<file path="src/rtl/dtoi_pkg.sv">
// Shared types and character constants for the decimal text to integer converter.
package dtoi_pkg;

   localparam logic [7:0] CHAR_SPACE = 8'h20;
   localparam logic [7:0] CHAR_MINUS = 8'h2D;
   localparam logic [7:0] CHAR_PLUS  = 8'h2B;
   localparam logic [7:0] CHAR_ZERO  = 8'h30;
   localparam logic [7:0] CHAR_NINE  = 8'h39;

   localparam logic [31:0] POS_LIMIT = 32'h7FFF_FFFF;
   localparam logic [31:0] NEG_LIMIT = 32'h8000_0000;

   typedef struct packed {
      logic [7:0] ch;
      logic       last;
   } dtoi_req_type;

   typedef struct packed {
      logic signed [31:0] value;
      logic               clamped;
   } dtoi_rsp_type;

   typedef enum logic [2:0] {
      KIND_SPACE,
      KIND_MINUS,
      KIND_PLUS,
      KIND_DIGIT,
      KIND_OTHER
   } kind_type;

   typedef struct packed {
      kind_type   kind;
      logic [3:0] digit;
      logic       last;
   } token_type;

   typedef enum logic [1:0] {
      PH_SPACE,
      PH_DIGITS,
      PH_DONE
   } phase_type;

endpackage

</file>
<file path="src/rtl/decimal_text_to_int32_saturating.sv">
// Top level of the saturating decimal text to signed 32-bit integer converter.
// The input channel takes one ASCII character per transfer (req_push while
// req_full is low), with req_data.last marking the final character of a string.
// Leading spaces are skipped, one sign is allowed, digits build the magnitude,
// and any other character ends the parse. A value past the 32-bit range is
// clamped to the nearer limit and flagged. Each string yields one result
// transfer on the output channel: the result is shown while rsp_empty is low
// and leaves on a cycle with rsp_pop high.
// The front stage registers and classifies each character, a token queue of
// QUEUE_DEPTH entries decouples it from the back stage, and the back stage does
// the multiply-by-ten add and limit compare for one token per cycle while the
// queue holds a token and, for a last token, the output register is free.
// Throughput is one character per cycle while req_full is low. The result of
// a last character passes the front register, the queue and the output register.
// If the receiver stalls, one result waits in the output register while the
// back stage keeps consuming characters up to the next last character; the
// queue then fills and req_full rises. Reset clears all stages and the parse
// state, so the next character starts a fresh string.
module decimal_text_to_int32_saturating
   import dtoi_pkg::*;
#(
   parameter int QUEUE_DEPTH = 4
)
(
   input  logic         clock,
   input  logic         reset,
   input  logic         req_push,
   output logic         req_full,
   input  dtoi_req_type req_data,
   output logic         rsp_empty,
   input  logic         rsp_pop,
   output dtoi_rsp_type rsp_data
);

   localparam int CW = $clog2(QUEUE_DEPTH + 1);

   logic          front_valid;
   token_type     front_token;
   logic          q_full;
   logic          q_empty;
   logic          q_pop;
   token_type     q_token;
   logic [CW-1:0] q_count;

   // Classifier stage on the input side.
   dtoi_front u_front (
      .clock     (clock),
      .reset     (reset),
      .req_push  (req_push),
      .req_full  (req_full),
      .req_data  (req_data),
      .tok_valid (front_valid),
      .tok_full  (q_full),
      .tok_data  (front_token)
   );

   // Token queue that lets each side stall on its own.
   dtoi_fifo #(
      .DEPTH (QUEUE_DEPTH)
   ) u_fifo (
      .clock     (clock),
      .reset     (reset),
      .push      (front_valid),
      .full      (q_full),
      .push_data (front_token),
      .empty     (q_empty),
      .pop       (q_pop),
      .pop_data  (q_token),
      .count     (q_count)
   );

   // Parser and result register on the output side.
   dtoi_back u_back (
      .clock     (clock),
      .reset     (reset),
      .tok_empty (q_empty),
      .tok_pop   (q_pop),
      .tok_data  (q_token),
      .rsp_empty (rsp_empty),
      .rsp_pop   (rsp_pop),
      .rsp_data  (rsp_data)
   );

   // The queue never holds more tokens than it has entries.
   assert property (@(posedge clock) disable iff (reset)
      q_count <= CW'(QUEUE_DEPTH))
      else $error("token queue count exceeds its depth");

   // A clamped result always carries one of the two range limits.
   assert property (@(posedge clock) disable iff (reset)
      (!rsp_empty && rsp_data.clamped) |->
         (rsp_data.value == $signed(POS_LIMIT) || rsp_data.value == $signed(NEG_LIMIT)))
      else $error("clamped result is not a range limit");

   // The input side only backs up when the queue behind the front stage is full.
   assert property (@(posedge clock) disable iff (reset)
      req_full |-> (front_valid && q_full))
      else $error("input stalled while the token queue has room");

   // After reset no result is pending and input is accepted.
   assert property (@(posedge clock)
      $fell(reset) |-> (rsp_empty && !req_full))
      else $error("pipeline not cleared by reset");

endmodule

</file>
<file path="src/rtl/dtoi_front.sv">
// Front stage: accepts characters and classifies them into parse tokens.
module dtoi_front
   import dtoi_pkg::*;
(
   input  logic         clock,
   input  logic         reset,
   input  logic         req_push,
   output logic         req_full,
   input  dtoi_req_type req_data,
   output logic         tok_valid,
   input  logic         tok_full,
   output token_type    tok_data
);

   logic      valid_ff, valid_in;
   token_type token_ff, token_in;
   logic      accept;
   logic      drain;

   assign drain    = valid_ff && !tok_full;
   assign req_full = valid_ff && tok_full;
   assign accept   = req_push && !req_full;

   always_comb begin
      token_in.last  = req_data.last;
      token_in.digit = 4'(req_data.ch - CHAR_ZERO);
      if (req_data.ch == CHAR_SPACE) begin
         token_in.kind = KIND_SPACE;
      end else if (req_data.ch == CHAR_MINUS) begin
         token_in.kind = KIND_MINUS;
      end else if (req_data.ch == CHAR_PLUS) begin
         token_in.kind = KIND_PLUS;
      end else if (req_data.ch >= CHAR_ZERO && req_data.ch <= CHAR_NINE) begin
         token_in.kind = KIND_DIGIT;
      end else begin
         token_in.kind = KIND_OTHER;
      end
   end

   always_comb begin
      if (accept) begin
         valid_in = 1'b1;
      end else if (drain) begin
         valid_in = 1'b0;
      end else begin
         valid_in = valid_ff;
      end
   end

   always_ff @(posedge clock) begin
      if (reset) begin
         valid_ff <= 1'b0;
      end else begin
         valid_ff <= valid_in;
      end
   end

   always_ff @(posedge clock) begin
      if (accept) begin
         token_ff <= token_in;
      end
   end

   assign tok_valid = valid_ff;
   assign tok_data  = token_ff;

endmodule

</file>
<file path="src/rtl/dtoi_fifo.sv">
// Short token queue between the front and back stages.
module dtoi_fifo
   import dtoi_pkg::*;
#(
   parameter int DEPTH = 4
)
(
   input  logic                       clock,
   input  logic                       reset,
   input  logic                       push,
   output logic                       full,
   input  token_type                  push_data,
   output logic                       empty,
   input  logic                       pop,
   output token_type                  pop_data,
   output logic [$clog2(DEPTH+1)-1:0] count
);

   localparam int PW = $clog2(DEPTH);
   localparam int CW = $clog2(DEPTH + 1);
   localparam logic [PW-1:0] LAST_PTR = PW'(DEPTH - 1);

   token_type         mem [DEPTH];
   logic [PW-1:0]     wr_ptr_ff, wr_ptr_in;
   logic [PW-1:0]     rd_ptr_ff, rd_ptr_in;
   logic [CW-1:0]     count_ff, count_in;
   logic              do_push, do_pop;

   assign full    = (count_ff == CW'(DEPTH));
   assign empty   = (count_ff == '0);
   assign do_push = push && !full;
   assign do_pop  = pop && !empty;

   always_comb begin
      wr_ptr_in = wr_ptr_ff;
      rd_ptr_in = rd_ptr_ff;
      count_in  = count_ff;
      if (do_push) begin
         wr_ptr_in = (wr_ptr_ff == LAST_PTR) ? '0 : wr_ptr_ff + 1'b1;
      end
      if (do_pop) begin
         rd_ptr_in = (rd_ptr_ff == LAST_PTR) ? '0 : rd_ptr_ff + 1'b1;
      end
      if (do_push && !do_pop) begin
         count_in = count_ff + 1'b1;
      end else if (do_pop && !do_push) begin
         count_in = count_ff - 1'b1;
      end
   end

   always_ff @(posedge clock) begin
      if (reset) begin
         wr_ptr_ff <= '0;
         rd_ptr_ff <= '0;
         count_ff  <= '0;
      end else begin
         wr_ptr_ff <= wr_ptr_in;
         rd_ptr_ff <= rd_ptr_in;
         count_ff  <= count_in;
      end
   end

   always_ff @(posedge clock) begin
      if (do_push) begin
         mem[wr_ptr_ff] <= push_data;
      end
   end

   assign pop_data = mem[rd_ptr_ff];
   assign count    = count_ff;

endmodule

</file>
<file path="src/rtl/dtoi_back.sv">
// Back stage: runs the parse state machine and holds the finished result.
module dtoi_back
   import dtoi_pkg::*;
(
   input  logic         clock,
   input  logic         reset,
   input  logic         tok_empty,
   output logic         tok_pop,
   input  token_type    tok_data,
   output logic         rsp_empty,
   input  logic         rsp_pop,
   output dtoi_rsp_type rsp_data
);

   phase_type   phase_ff, phase_in;
   logic        neg_ff, neg_in;
   logic [31:0] mag_ff, mag_in;
   logic        sat_ff, sat_in;

   logic        out_valid_ff, out_valid_in;
   logic        out_neg_ff;
   logic [31:0] out_mag_ff;
   logic        out_sat_ff;

   logic        slot_free;
   logic        take;
   logic        is_digit;
   logic [35:0] times_ten;
   logic [31:0] limit;
   logic        over;

   assign slot_free = !out_valid_ff || rsp_pop;
   assign take      = !tok_empty && (!tok_data.last || slot_free);
   assign tok_pop   = take;

   assign is_digit  = (tok_data.kind == KIND_DIGIT);
   assign times_ten = {1'b0, mag_ff, 3'b000} + {3'b000, mag_ff, 1'b0} + {32'd0, tok_data.digit};
   assign limit     = neg_ff ? NEG_LIMIT : POS_LIMIT;
   assign over      = times_ten > {4'd0, limit};

   // Next phase of the parse for the token at the queue head.
   always_comb begin
      phase_in = phase_ff;
      unique case (phase_ff)
         PH_SPACE: begin
            unique case (tok_data.kind) inside
               KIND_SPACE: phase_in = PH_SPACE;
               KIND_MINUS, KIND_PLUS: phase_in = PH_DIGITS;
               KIND_DIGIT: phase_in = over ? PH_DONE : PH_DIGITS;
               default: phase_in = PH_DONE;
            endcase
         end
         PH_DIGITS: begin
            if (is_digit) begin
               phase_in = over ? PH_DONE : PH_DIGITS;
            end else begin
               phase_in = PH_DONE;
            end
         end
         default: phase_in = PH_DONE;
      endcase
   end

   // Sign, magnitude and clamp updates for the same token.
   always_comb begin
      neg_in = neg_ff;
      mag_in = mag_ff;
      sat_in = sat_ff;
      unique case (phase_ff) inside
         PH_SPACE, PH_DIGITS: begin
            if (phase_ff == PH_SPACE && tok_data.kind == KIND_MINUS) begin
               neg_in = 1'b1;
            end
            if (is_digit) begin
               if (over) begin
                  mag_in = limit;
                  sat_in = 1'b1;
               end else begin
                  mag_in = times_ten[31:0];
               end
            end
         end
         default: begin
            mag_in = mag_ff;
         end
      endcase
   end

   always_comb begin
      if (take && tok_data.last) begin
         out_valid_in = 1'b1;
      end else if (rsp_pop) begin
         out_valid_in = 1'b0;
      end else begin
         out_valid_in = out_valid_ff;
      end
   end

   always_ff @(posedge clock) begin
      if (reset) begin
         phase_ff     <= PH_SPACE;
         neg_ff       <= 1'b0;
         mag_ff       <= '0;
         sat_ff       <= 1'b0;
         out_valid_ff <= 1'b0;
      end else begin
         out_valid_ff <= out_valid_in;
         if (take) begin
            if (tok_data.last) begin
               phase_ff <= PH_SPACE;
               neg_ff   <= 1'b0;
               mag_ff   <= '0;
               sat_ff   <= 1'b0;
            end else begin
               phase_ff <= phase_in;
               neg_ff   <= neg_in;
               mag_ff   <= mag_in;
               sat_ff   <= sat_in;
            end
         end
      end
   end

   always_ff @(posedge clock) begin
      if (take && tok_data.last) begin
         out_neg_ff <= neg_in;
         out_mag_ff <= mag_in;
         out_sat_ff <= sat_in;
      end
   end

   assign rsp_empty        = !out_valid_ff;
   assign rsp_data.value   = out_neg_ff ? $signed(32'd0 - out_mag_ff) : $signed(out_mag_ff);
   assign rsp_data.clamped = out_sat_ff;

endmodule
</file>
<file path="config.mk">
export PLATFORM = sky130hd
export DESIGN_NAME = decimal_text_to_int32_saturating
export DESIGN_NICKNAME = d
export VERILOG_FILES = /design/src/rtl/dtoi_pkg.sv /design/src/rtl/decimal_text_to_int32_saturating.sv /design/src/rtl/dtoi_front.sv /design/src/rtl/dtoi_fifo.sv /design/src/rtl/dtoi_back.sv
export SDC_FILE = /design/constraint.sdc
export NUM_CORES = 1
export LEC_CHECK = 0
export ABC_AREA = 1
export BUFFER_PORTS_ARGS = -buffer_cell sky130_fd_sc_hd__buf_2
export CORE_MARGIN = 2
export CORE_UTILIZATION = 58
export CTS_BUF_LIST = sky130_fd_sc_hd__clkbuf_8
export DETAILED_ROUTE_END_ITERATION = 8
export PLACE_DENSITY_LB_ADDON = 0.2
export RECOVER_POWER = 25
export SYNTH_ARGS = -nofsm -noshare
export SYNTH_HDL_FRONTEND = slang
export SYNTH_SLANG_ARGS = --single-unit
</file>
<file path="constraint.sdc">
create_clock -name clock -period 10.9 [get_ports clock]
set_clock_uncertainty 0.05 [all_clocks]
set_input_delay 1.09 -clock clock [delete_from_list [all_inputs] [get_ports clock]]
set_output_delay 1.09 -clock clock [all_outputs]
set_load 0.05 [all_outputs]
</file>
==> results of run 1 <==
## routing by layer
metal	vias up	track usage, %	part of all wire [%]
met3	27	4.325	3.3
li1	4264	-	-
met4	0	7.407	1.4
met5	-	0	0
met1	3795	32.42	47
met2	161	43.55	48
## power groups by stage
stage                     Sequential [mW]  Combinational (mW)  Clock (mW)
final                               0.766                1.76       0.433
after global routing                0.779                1.92       0.462
after CTS                           0.763                1.78       0.440
after detailed placement            0.773                1.77           0
after global placement              0.772                1.74           0
after floorplan                     0.729                1.48           0
## critical path, delay by kind of cell, from the launching register on
kind	cells	cell delay, ps
buffers and inverters	1	240
DFF	1	670
AOI/OAI and AO/OA	4	590
adders and majority gates	4	1300
and+or+nand+nor	20	3170
## worst min path at each step
stage	end	slack [ps]
after floorplan	u_back.out_valid_ff	410
after global placement	u_fifo.count[2]	420
after detailed placement	u_fifo.mem[0][6]	430
after CTS	u_fifo.mem[0][6]	440
after global routing	u_fifo.mem[0][6]	450
final	u_back.out_valid_ff	450
## through the flow
stage	instances	total power [mW]	worst slack, ps	instance area [sq um]	utilization, %
after CTS	1546	2.978	4664	10870	63.29
after global routing	1546	3.163	3967	10860	63.23
after global placement	1514	2.512	4806	10460	60.88
after floorplan	1270	2.213	6455	10140	-
final	1546	2.957	4596	10860	63.23
after detailed placement	1514	2.541	4721	10460	60.88
## cell usage in the layout, fill, tap and decap left out, types with 3 or more instances in the layout
| master | Yosys | layout |
|---|---|---|
| nor3_2 | 4 | 4 |
| xnor2_1 | 22 | 22 |
| buf_4 | 8 | 6 |
| inv_6 | 0 | 5 |
| clkbuf_8 | 0 | 17 |
| buf_2 | 6 | 42 |
| nand3_1 | 37 | 37 |
| nor2_1 | 92 | 92 |
| clkinv_4 | 0 | 3 |
| inv_1 | 159 | 159 |
| o21ai_0 | 36 | 36 |
| or2_2 | 34 | 34 |
| a31oi_1 | 6 | 6 |
| a21oi_1 | 55 | 55 |
| nand2_1 | 315 | 313 |
| ha_1 | 102 | 102 |
| a211oi_1 | 3 | 3 |
| clkbuf_1 | 10 | 6 |
| o22ai_1 | 4 | 4 |
| xor2_1 | 31 | 31 |
| nand3_2 | 95 | 95 |
| fa_1 | 3 | 3 |
| inv_8 | 0 | 4 |
| nor3_1 | 13 | 13 |
| nor4_1 | 5 | 5 |
| nand2_2 | 16 | 18 |
| inv_2 | 9 | 9 |
| dfxtp_1 | 47 | 47 |
| nand4_1 | 8 | 8 |
| nand2_4 | 4 | 4 |
| o21bai_1 | 4 | 4 |
| a21oi_2 | 33 | 33 |
| edfxtp_1 | 74 | 74 |
| nor2_2 | 6 | 5 |
## flip-flops by register name, summed over array words and instances (netlist names), 2 cells and up, named ones only
name	flops
u_back.mag_ff	32
u_back.out_mag_ff	32
u_back.phase_ff	2
u_fifo.count	3
u_fifo.mem	32
u_fifo.rd_ptr_ff	2
u_fifo.wr_ptr_ff	2
u_front.tok_data	8
## cell type report
cell class                      count  area share (%)
Multi-Input combinational cell    946           56.12
Clock inverter                     15           1.647
Sequential cell                   121           29.12
Clock buffer                       17           2.154
Tap cell                          225           2.592
Timing Repair Buffer               54           2.558
Inverter                          168           5.806
## cells by family (layout without fill, tap and decap cells)
| family | count (synthesis) | after routing |
|---|---|---|
| flops | 121 | 121 |
| xor+xnor | 53 | 53 |
| fa+ha+maj | 105 | 105 |
| buf+inv | 203 | 254 |
| simple gates | 638 | 638 |
| compound gates | 150 | 150 |
==> impl_results.md, run 1 <==
- Die width: 136.2 um
- Synth top area share: 21.92%
- FF-to-FF setup slack: 4600 ps
- Clock sinks: 121
- Worst hold path class: reg2reg
- Seq/Total Area, Yosys: 31.20%
- Pwr Density: 272.2 nW/um^2
- Period Utilization, post-route: 57.84%
- Compound-Gate Fraction of Synth Area: 9.281%
- Sw Ratio: 53.90%
- Total I/O pin count: 48
- Worst setup path endpoint: u_back.mag_ff[18]
- Worst hold start: u_back.out_valid_ff
- Initial antenna violation count: 0
- Die H: 136.2 um
- Critical Path RT: 11080 ps
- Multi-input combinational cell area: 6095 sq um
- CTS tree: yes
- Post-route ant nets: 0
- Clk pwr share: 14.6%
- Crit path largest cell delay: 770 ps
- Post-synth cell types: 49
- Multiplexer area fraction after synthesis: 0%
- Die area: 18550 sq um
- Most common cell in the netlist: nand2_1
- Post-synthesis adder-cell area fraction: 13.18%
- Slowest cell on crit path: nand2_2
- Logic gate share of total power: 59.4%
- P_sw: 1.594 mW
- Final Wtd Congestion: 0.9468
- Num rows: 48
- Fin. max-slew vios: 39
- WHS: 445.8 ps
- Synth Area per Inst: 7.983 sq um
- Crit start category: flop
- All-Layer GR Usage: 25.25%
- Worst VDD drop: 274.1 uV
- Clock root buffer master: clkbuf_8
- Post-Synthesis Cells: 1270
- DRT Pass-1 Iters: 5
- Main flop type after synthesis: edfxtp_1
- Worst-path fanout max: 33
- Post-synth EDFFs: 74
- Vias: 8247
- Core region area: 17180 sq um
- Top cells by area, synth: edfxtp_1 22%, ha_1 13%, nand2_1 12%
- H-Tree Depth: 4
- CP most frequent cell: nand2_1
- Mapped cell area: 10140 sq um
- Iter 0 DRT Violations: 414
- Failing checks: max-capacitance violations, max-slew violations
- Seq. cell area: 3163 sq um
- Ant. Diodes: 0
- Fmax: 158.6 MHz
- RSZ-0062 raised after global routing: no
- Syn Nets: 1388
- Top post-synthesis cells by count: 315 x nand2_1, 159 x inv_1, 102 x ha_1
- Fillers: 1552
- XOR/XNOR share of the synthesized area: 4.579%
- CP arrival: 6480 ps
- Residual DRC count: 0
- Wire per inst: 14.47 um
- R2r worst-path depth: 29
- Simple-gate share of the synthesized area: 32.98%
- First-pass GRT wire length: 36.85 mm
- TNS Setup: 0 ps
- Worst-skew pair later-pin latency: 470 ps
- Largest net degree at the start of global routing: 39
- Worst setup EP type: flop
- Tmin final: 6304 ps
- Worst setup path class: reg2reg
- Cts repair resizes: 0
- Hold Path Cell Cnt: 2
- Clk slew on worst S/H paths: 80 ps
- Worst rel slew slack: -92.85%
- Largest family of logic cells by synthesized area: simple AND/OR/NAND/NOR gates
- Worst-margin pin slew: 2893 ps
- Pint: 1.363 mW
- Reg power frac: 25.9%
- Final HPWL DP: 16.78 mm
- Ys async rst share: 0%
- Area Overhead vs Synth: 7.121%
- CTS Hold Bufs: 0
- Vias per cell: 5.334
- CTS max path bufs: 2
- Congestion Overflow GR: 0
- Status: finished with violations
- Setup bufs post-CTS: 0
- Hold Violations, Final: 0
- Vias in the first global route: 7762
- Cell taking the most area after synthesis: edfxtp_1
- Max cap viols: 1
- Buffers on Ports: 47
- Share of cells above drive strength 1: 21.73%
- FF-to-FF End: u_back.mag_ff[18]
- Count of final setup violators: 0
- Static leakage: 5.380 nW
- CTS Buf Count: 17
- Ys Warns: 0
- Number of synthesized register bits: 121
- Initial Utilization: 59.03%
- WL final: 22.36 mm
- Fin nets: 1426
Note: power is estimated with default switching activity, not from simulation.
==> run 2: changes to the inputs <==
Settings changed: ABC_AREA 1 to 0.
Clock period 10.9 ns to 5.85 ns, I/O delays scaled along.
==> impl_results.md, run 2 <==
- Placed insts: 1054 (was 1514)
- Post-synth cell types: 80 (was 49)
- Synth Area per Inst: 10.34 sq um (was 7.983 sq um)
- H-Tree Depth: 4 (unchanged)
- CP arrival: 6080 ps (was 6480 ps)
- Most common cell in the netlist: ha_1 (was nand2_1)
- Mapped cell area: 8602 sq um (was 10140 sq um)
- Congestion Overflow GR: 0 (unchanged)
- Commonest non-fill, non-tap cell in the layout: ha_1 (was nand2_1)
- Finished Layout Cells: 1107 (was 1546)
- All-Layer GR Usage: 27.40% (was 25.25%)
- Placed inst area: 9126 sq um (was 10460 sq um)
- Period Utilization, post-route: 99.10% (was 57.84%)
- Die area: 15820 sq um (was 18550 sq um)
- Clk pwr share: 19.0% (was 14.6%)
- Pwr Density: 367.4 nW/um^2 (was 272.2 nW/um^2)
- Worst VDD drop: 246.8 uV (was 274.1 uV)
- Die width: 125.8 um (was 136.2 um)
- Post-route ant nets: 0 (unchanged)
- Worst setup path class: reg2reg (unchanged)
- Max cap viols: 0 (was 1)
- Top post-synthesis cells by count: 102 x ha_1, 83 x nand2_1, 74 x edfxtp_1 (was 315 x nand2_1, 159 x inv_1, 102 x ha_1)
- Fin. max-slew vios: 0 (was 39)
- Initial antenna violation count: 0 (unchanged)
- Largest family of logic cells by synthesized area: compound AO/OA/AOI/OAI gates (was simple AND/OR/NAND/NOR gates)
- Logic gate share of total power: 46.7% (was 59.4%)
- Clk slew on worst S/H paths: 70 ps (was 80 ps)
- Simple-gate share of the synthesized area: 12.87% (was 32.98%)
- Clock sinks: 121 (unchanged)
- Top flop regs: u_back.mag_ff: 32 flops, u_back.out_mag_ff: 32 flops, u_fifo.mem: 32 flops (unchanged)
- Worst path cell trace: mux4_2 -> fa_1 -> fa_2 -> a21o_1 -> a221o_1 -> a21oi_4 -> buf_6 -> o2111ai_4 -> and2_4 -> xnor2_4 -> inv_2 -> ha_4 -> nand4_1 -> or4_1 -> mux2i_1 -> a21o_1 -> o211a_1 -> nand4_1 -> buf_6 -> buf_8 -> and3_2 -> a221o_1
- WL final: 21.50 mm (was 22.36 mm)
- CTS tree: yes (unchanged)
- Largest net degree at the start of global routing: 37 (was 39)
- Vias in the first global route: 6969 (was 7762)
- Worst setup EP type: flop (unchanged)
- P_sw: 1.710 mW (was 1.594 mW)
- Worst-margin pin slew: 1100 ps (was 2893 ps)
- Total I/O pin count: 48 (unchanged)
- Status: finished clean (was finished with violations)
- Top cells by area, synth: edfxtp_1 26%, ha_1 15%, dfxtp_1 11% (was edfxtp_1 22%, ha_1 13%, nand2_1 12%)
- Slowest cell on crit path: or4_1 (was nand2_2)
- Post-synth EDFFs: 74 (unchanged)
- Worst-path fanout max: 7 (was 33)
- Worst-skew pair later-pin latency: 440 ps (was 470 ps)
- Wire per inst: 19.43 um (was 14.47 um)
- WHS: 268.8 ps (was 445.8 ps)
- Buffers on Ports: 47 (unchanged)
- Initial Utilization: 59.19% (was 59.03%)
- Compound-Gate Fraction of Synth Area: 20.57% (was 9.281%)
- Share of cells above drive strength 1: 21.13% (was 21.73%)
- Ys Warns: 0 (unchanged)
- XOR/XNOR share of the synthesized area: 6.516% (was 4.579%)
- Synth top area share: 25.83% (was 21.92%)
- Final Wtd Congestion: 0.9981 (was 0.9468)
- Vias: 7106 (was 8247)
- Sw Ratio: 46.87% (was 53.90%)
- Most frequent cells in the layout: 98 x ha_1, 82 x nand2_1, 74 x edfxtp_1, 48 x a21oi_1, 46 x dfxtp_1 (was 313 x nand2_1, 159 x inv_1, 102 x ha_1, 95 x nand3_2, 92 x nor2_1)
- RSZ-0062 raised after global routing: yes (was no)
- Buf+Inv Stages, Crit Path: 4 (was 1)
- Hold Violations, Final: 0 (unchanged)
- Fmax: 172.5 MHz (was 158.6 MHz)
- Number of synthesized register bits: 121 (unchanged)
- Critical Path RT: 6130 ps (was 11080 ps)
- Count of final setup violators: 0 (unchanged)
- Syn Nets: 950 (was 1388)
- Crit start category: flop (unchanged)
- Pint: 1.939 mW (was 1.363 mW)
- CTS max path bufs: 2 (unchanged)
- Worst hold path class: in2reg (was reg2reg)
- Worst rel slew slack: 26.68% (was -92.85%)
- Vias per cell: 6.419 (was 5.334)
- TNS Setup: 0 ps (unchanged)
- Crit path largest cell delay: 540 ps (was 770 ps)
- Multiplexer area fraction after synthesis: 3.273% (was 0%)
- Static leakage: 4.434 nW (was 5.380 nW)
- Residual DRC count: 0 (unchanged)
- Cell taking the most area after synthesis: edfxtp_1 (unchanged)
- Core region area: 14530 sq um (was 17180 sq um)
- Area Overhead vs Synth: 15.48% (was 7.121%)
- DRT Pass-1 Iters: 8 (was 5)
- Post-Layout Inst Area: 9933 sq um (was 10860 sq um)
- Tmin final: 5797 ps (was 6304 ps)
- Final HPWL DP: 15.39 mm (was 16.78 mm)
- Total power: 3.649 mW (was 2.957 mW)
- Main flop type after synthesis: edfxtp_1 (unchanged)
- Seq/Total Area, Yosys: 36.77% (was 31.20%)
- Die H: 125.8 um (was 136.2 um)
- Post-Synthesis Cells: 832 (was 1270)
- Num rows: 44 (was 48)
- First-pass GRT wire length: 34.58 mm (was 36.85 mm)
- Reg power frac: 34.3% (was 25.9%)
- Largest delay share family, worst path: compound AO/OA/AOI/OAI gates (was simple AND/OR/NAND/NOR gates)
- Clock root buffer master: clkbuf_8 (unchanged)
- Util after Layout: 68.35% (was 63.23%)
- Ant. Diodes: 0 (unchanged)
- Iter 0 DRT Violations: 591 (was 414)
- Worst setup margin: 52.57 ps (was 4596 ps)
- Post-synthesis adder-cell area fraction: 15.53% (was 13.18%)
- Ys async rst share: 0% (unchanged)
- Place WS: -150.3 ps (was 4721 ps)
- Fin nets: 1028 (was 1426)
- CTS Buf Count: 17 (unchanged)
==> run 2: power groups by stage <==
stage               logic, mW  clock network [mW]  registers (mW)
floorplan                1.35                   0            1.20
global placement         1.64                   0            1.25
detailed placement       1.67                   0            1.27
CTS                      1.70               0.703            1.25
global route             1.81               0.740            1.27
finish                   1.70               0.693            1.25
==> run 2: layout make-up <==
type / instances / area (sq um)
multi-input combinational: 631 / 5320
fill: 1090 / 4601
sequential: 121 / 3167
timing repair buffer: 99 / 709.4
clock buffer: 17 / 234.0
tap: 184 / 230.2
inverter: 40 / 150.1
clock inverter: 15 / 122.6
==> run 2: final timing paths <==
path | start | endpoint | slack [ps] | cells after the start
worst max register to register | flop | u_back.mag_ff[2] | 50 | 22
worst min register to register | u_front.tok_data[3] | u_fifo.mem[2][3] | 450 | 0
worst max-delay path | flop | u_back.mag_ff[2] | 50 | 22
worst min-delay path | req_data[0] | u_front.tok_data[0] | 270 | 1
==> run 2: cells by family (layout without fill, tap and decap cells) <==
| group | count (synthesis) | count (layout) |
|---|---|---|
| AO/OA/AOI/OAI | 228 | 228 |
| AND/OR/NAND/NOR | 214 | 216 |
| flip-flops | 121 | 121 |
| adder cells (fa/ha/maj) | 105 | 105 |
| buffers and inverters | 82 | 171 |
| XOR/XNOR | 64 | 64 |
| multiplexers | 18 | 18 |
==> run 2: layer usage <==
layer	part of all wire [%]	wire (um)	vias up	GRT usage (%)
li1	-	-	3343	-
met1	40	8600	3398	33.00
met2	50	10720	301	49.13
met3	6.7	1450	64	4.843
met4	3.4	730	0	10.15
met5	0	0	-	0
==> run 2: repair_timing <==
item / in CTS / in global routing
endpoints found under the setup margin: 50 / 68
pin swaps: 7 / 20
setup buffers: 6 / 13
hold buffers: 0 / 0
gates cloned: 1 / 2
endpoints found under the hold margin: 0 / 0
gates resized for setup: 16 / 35
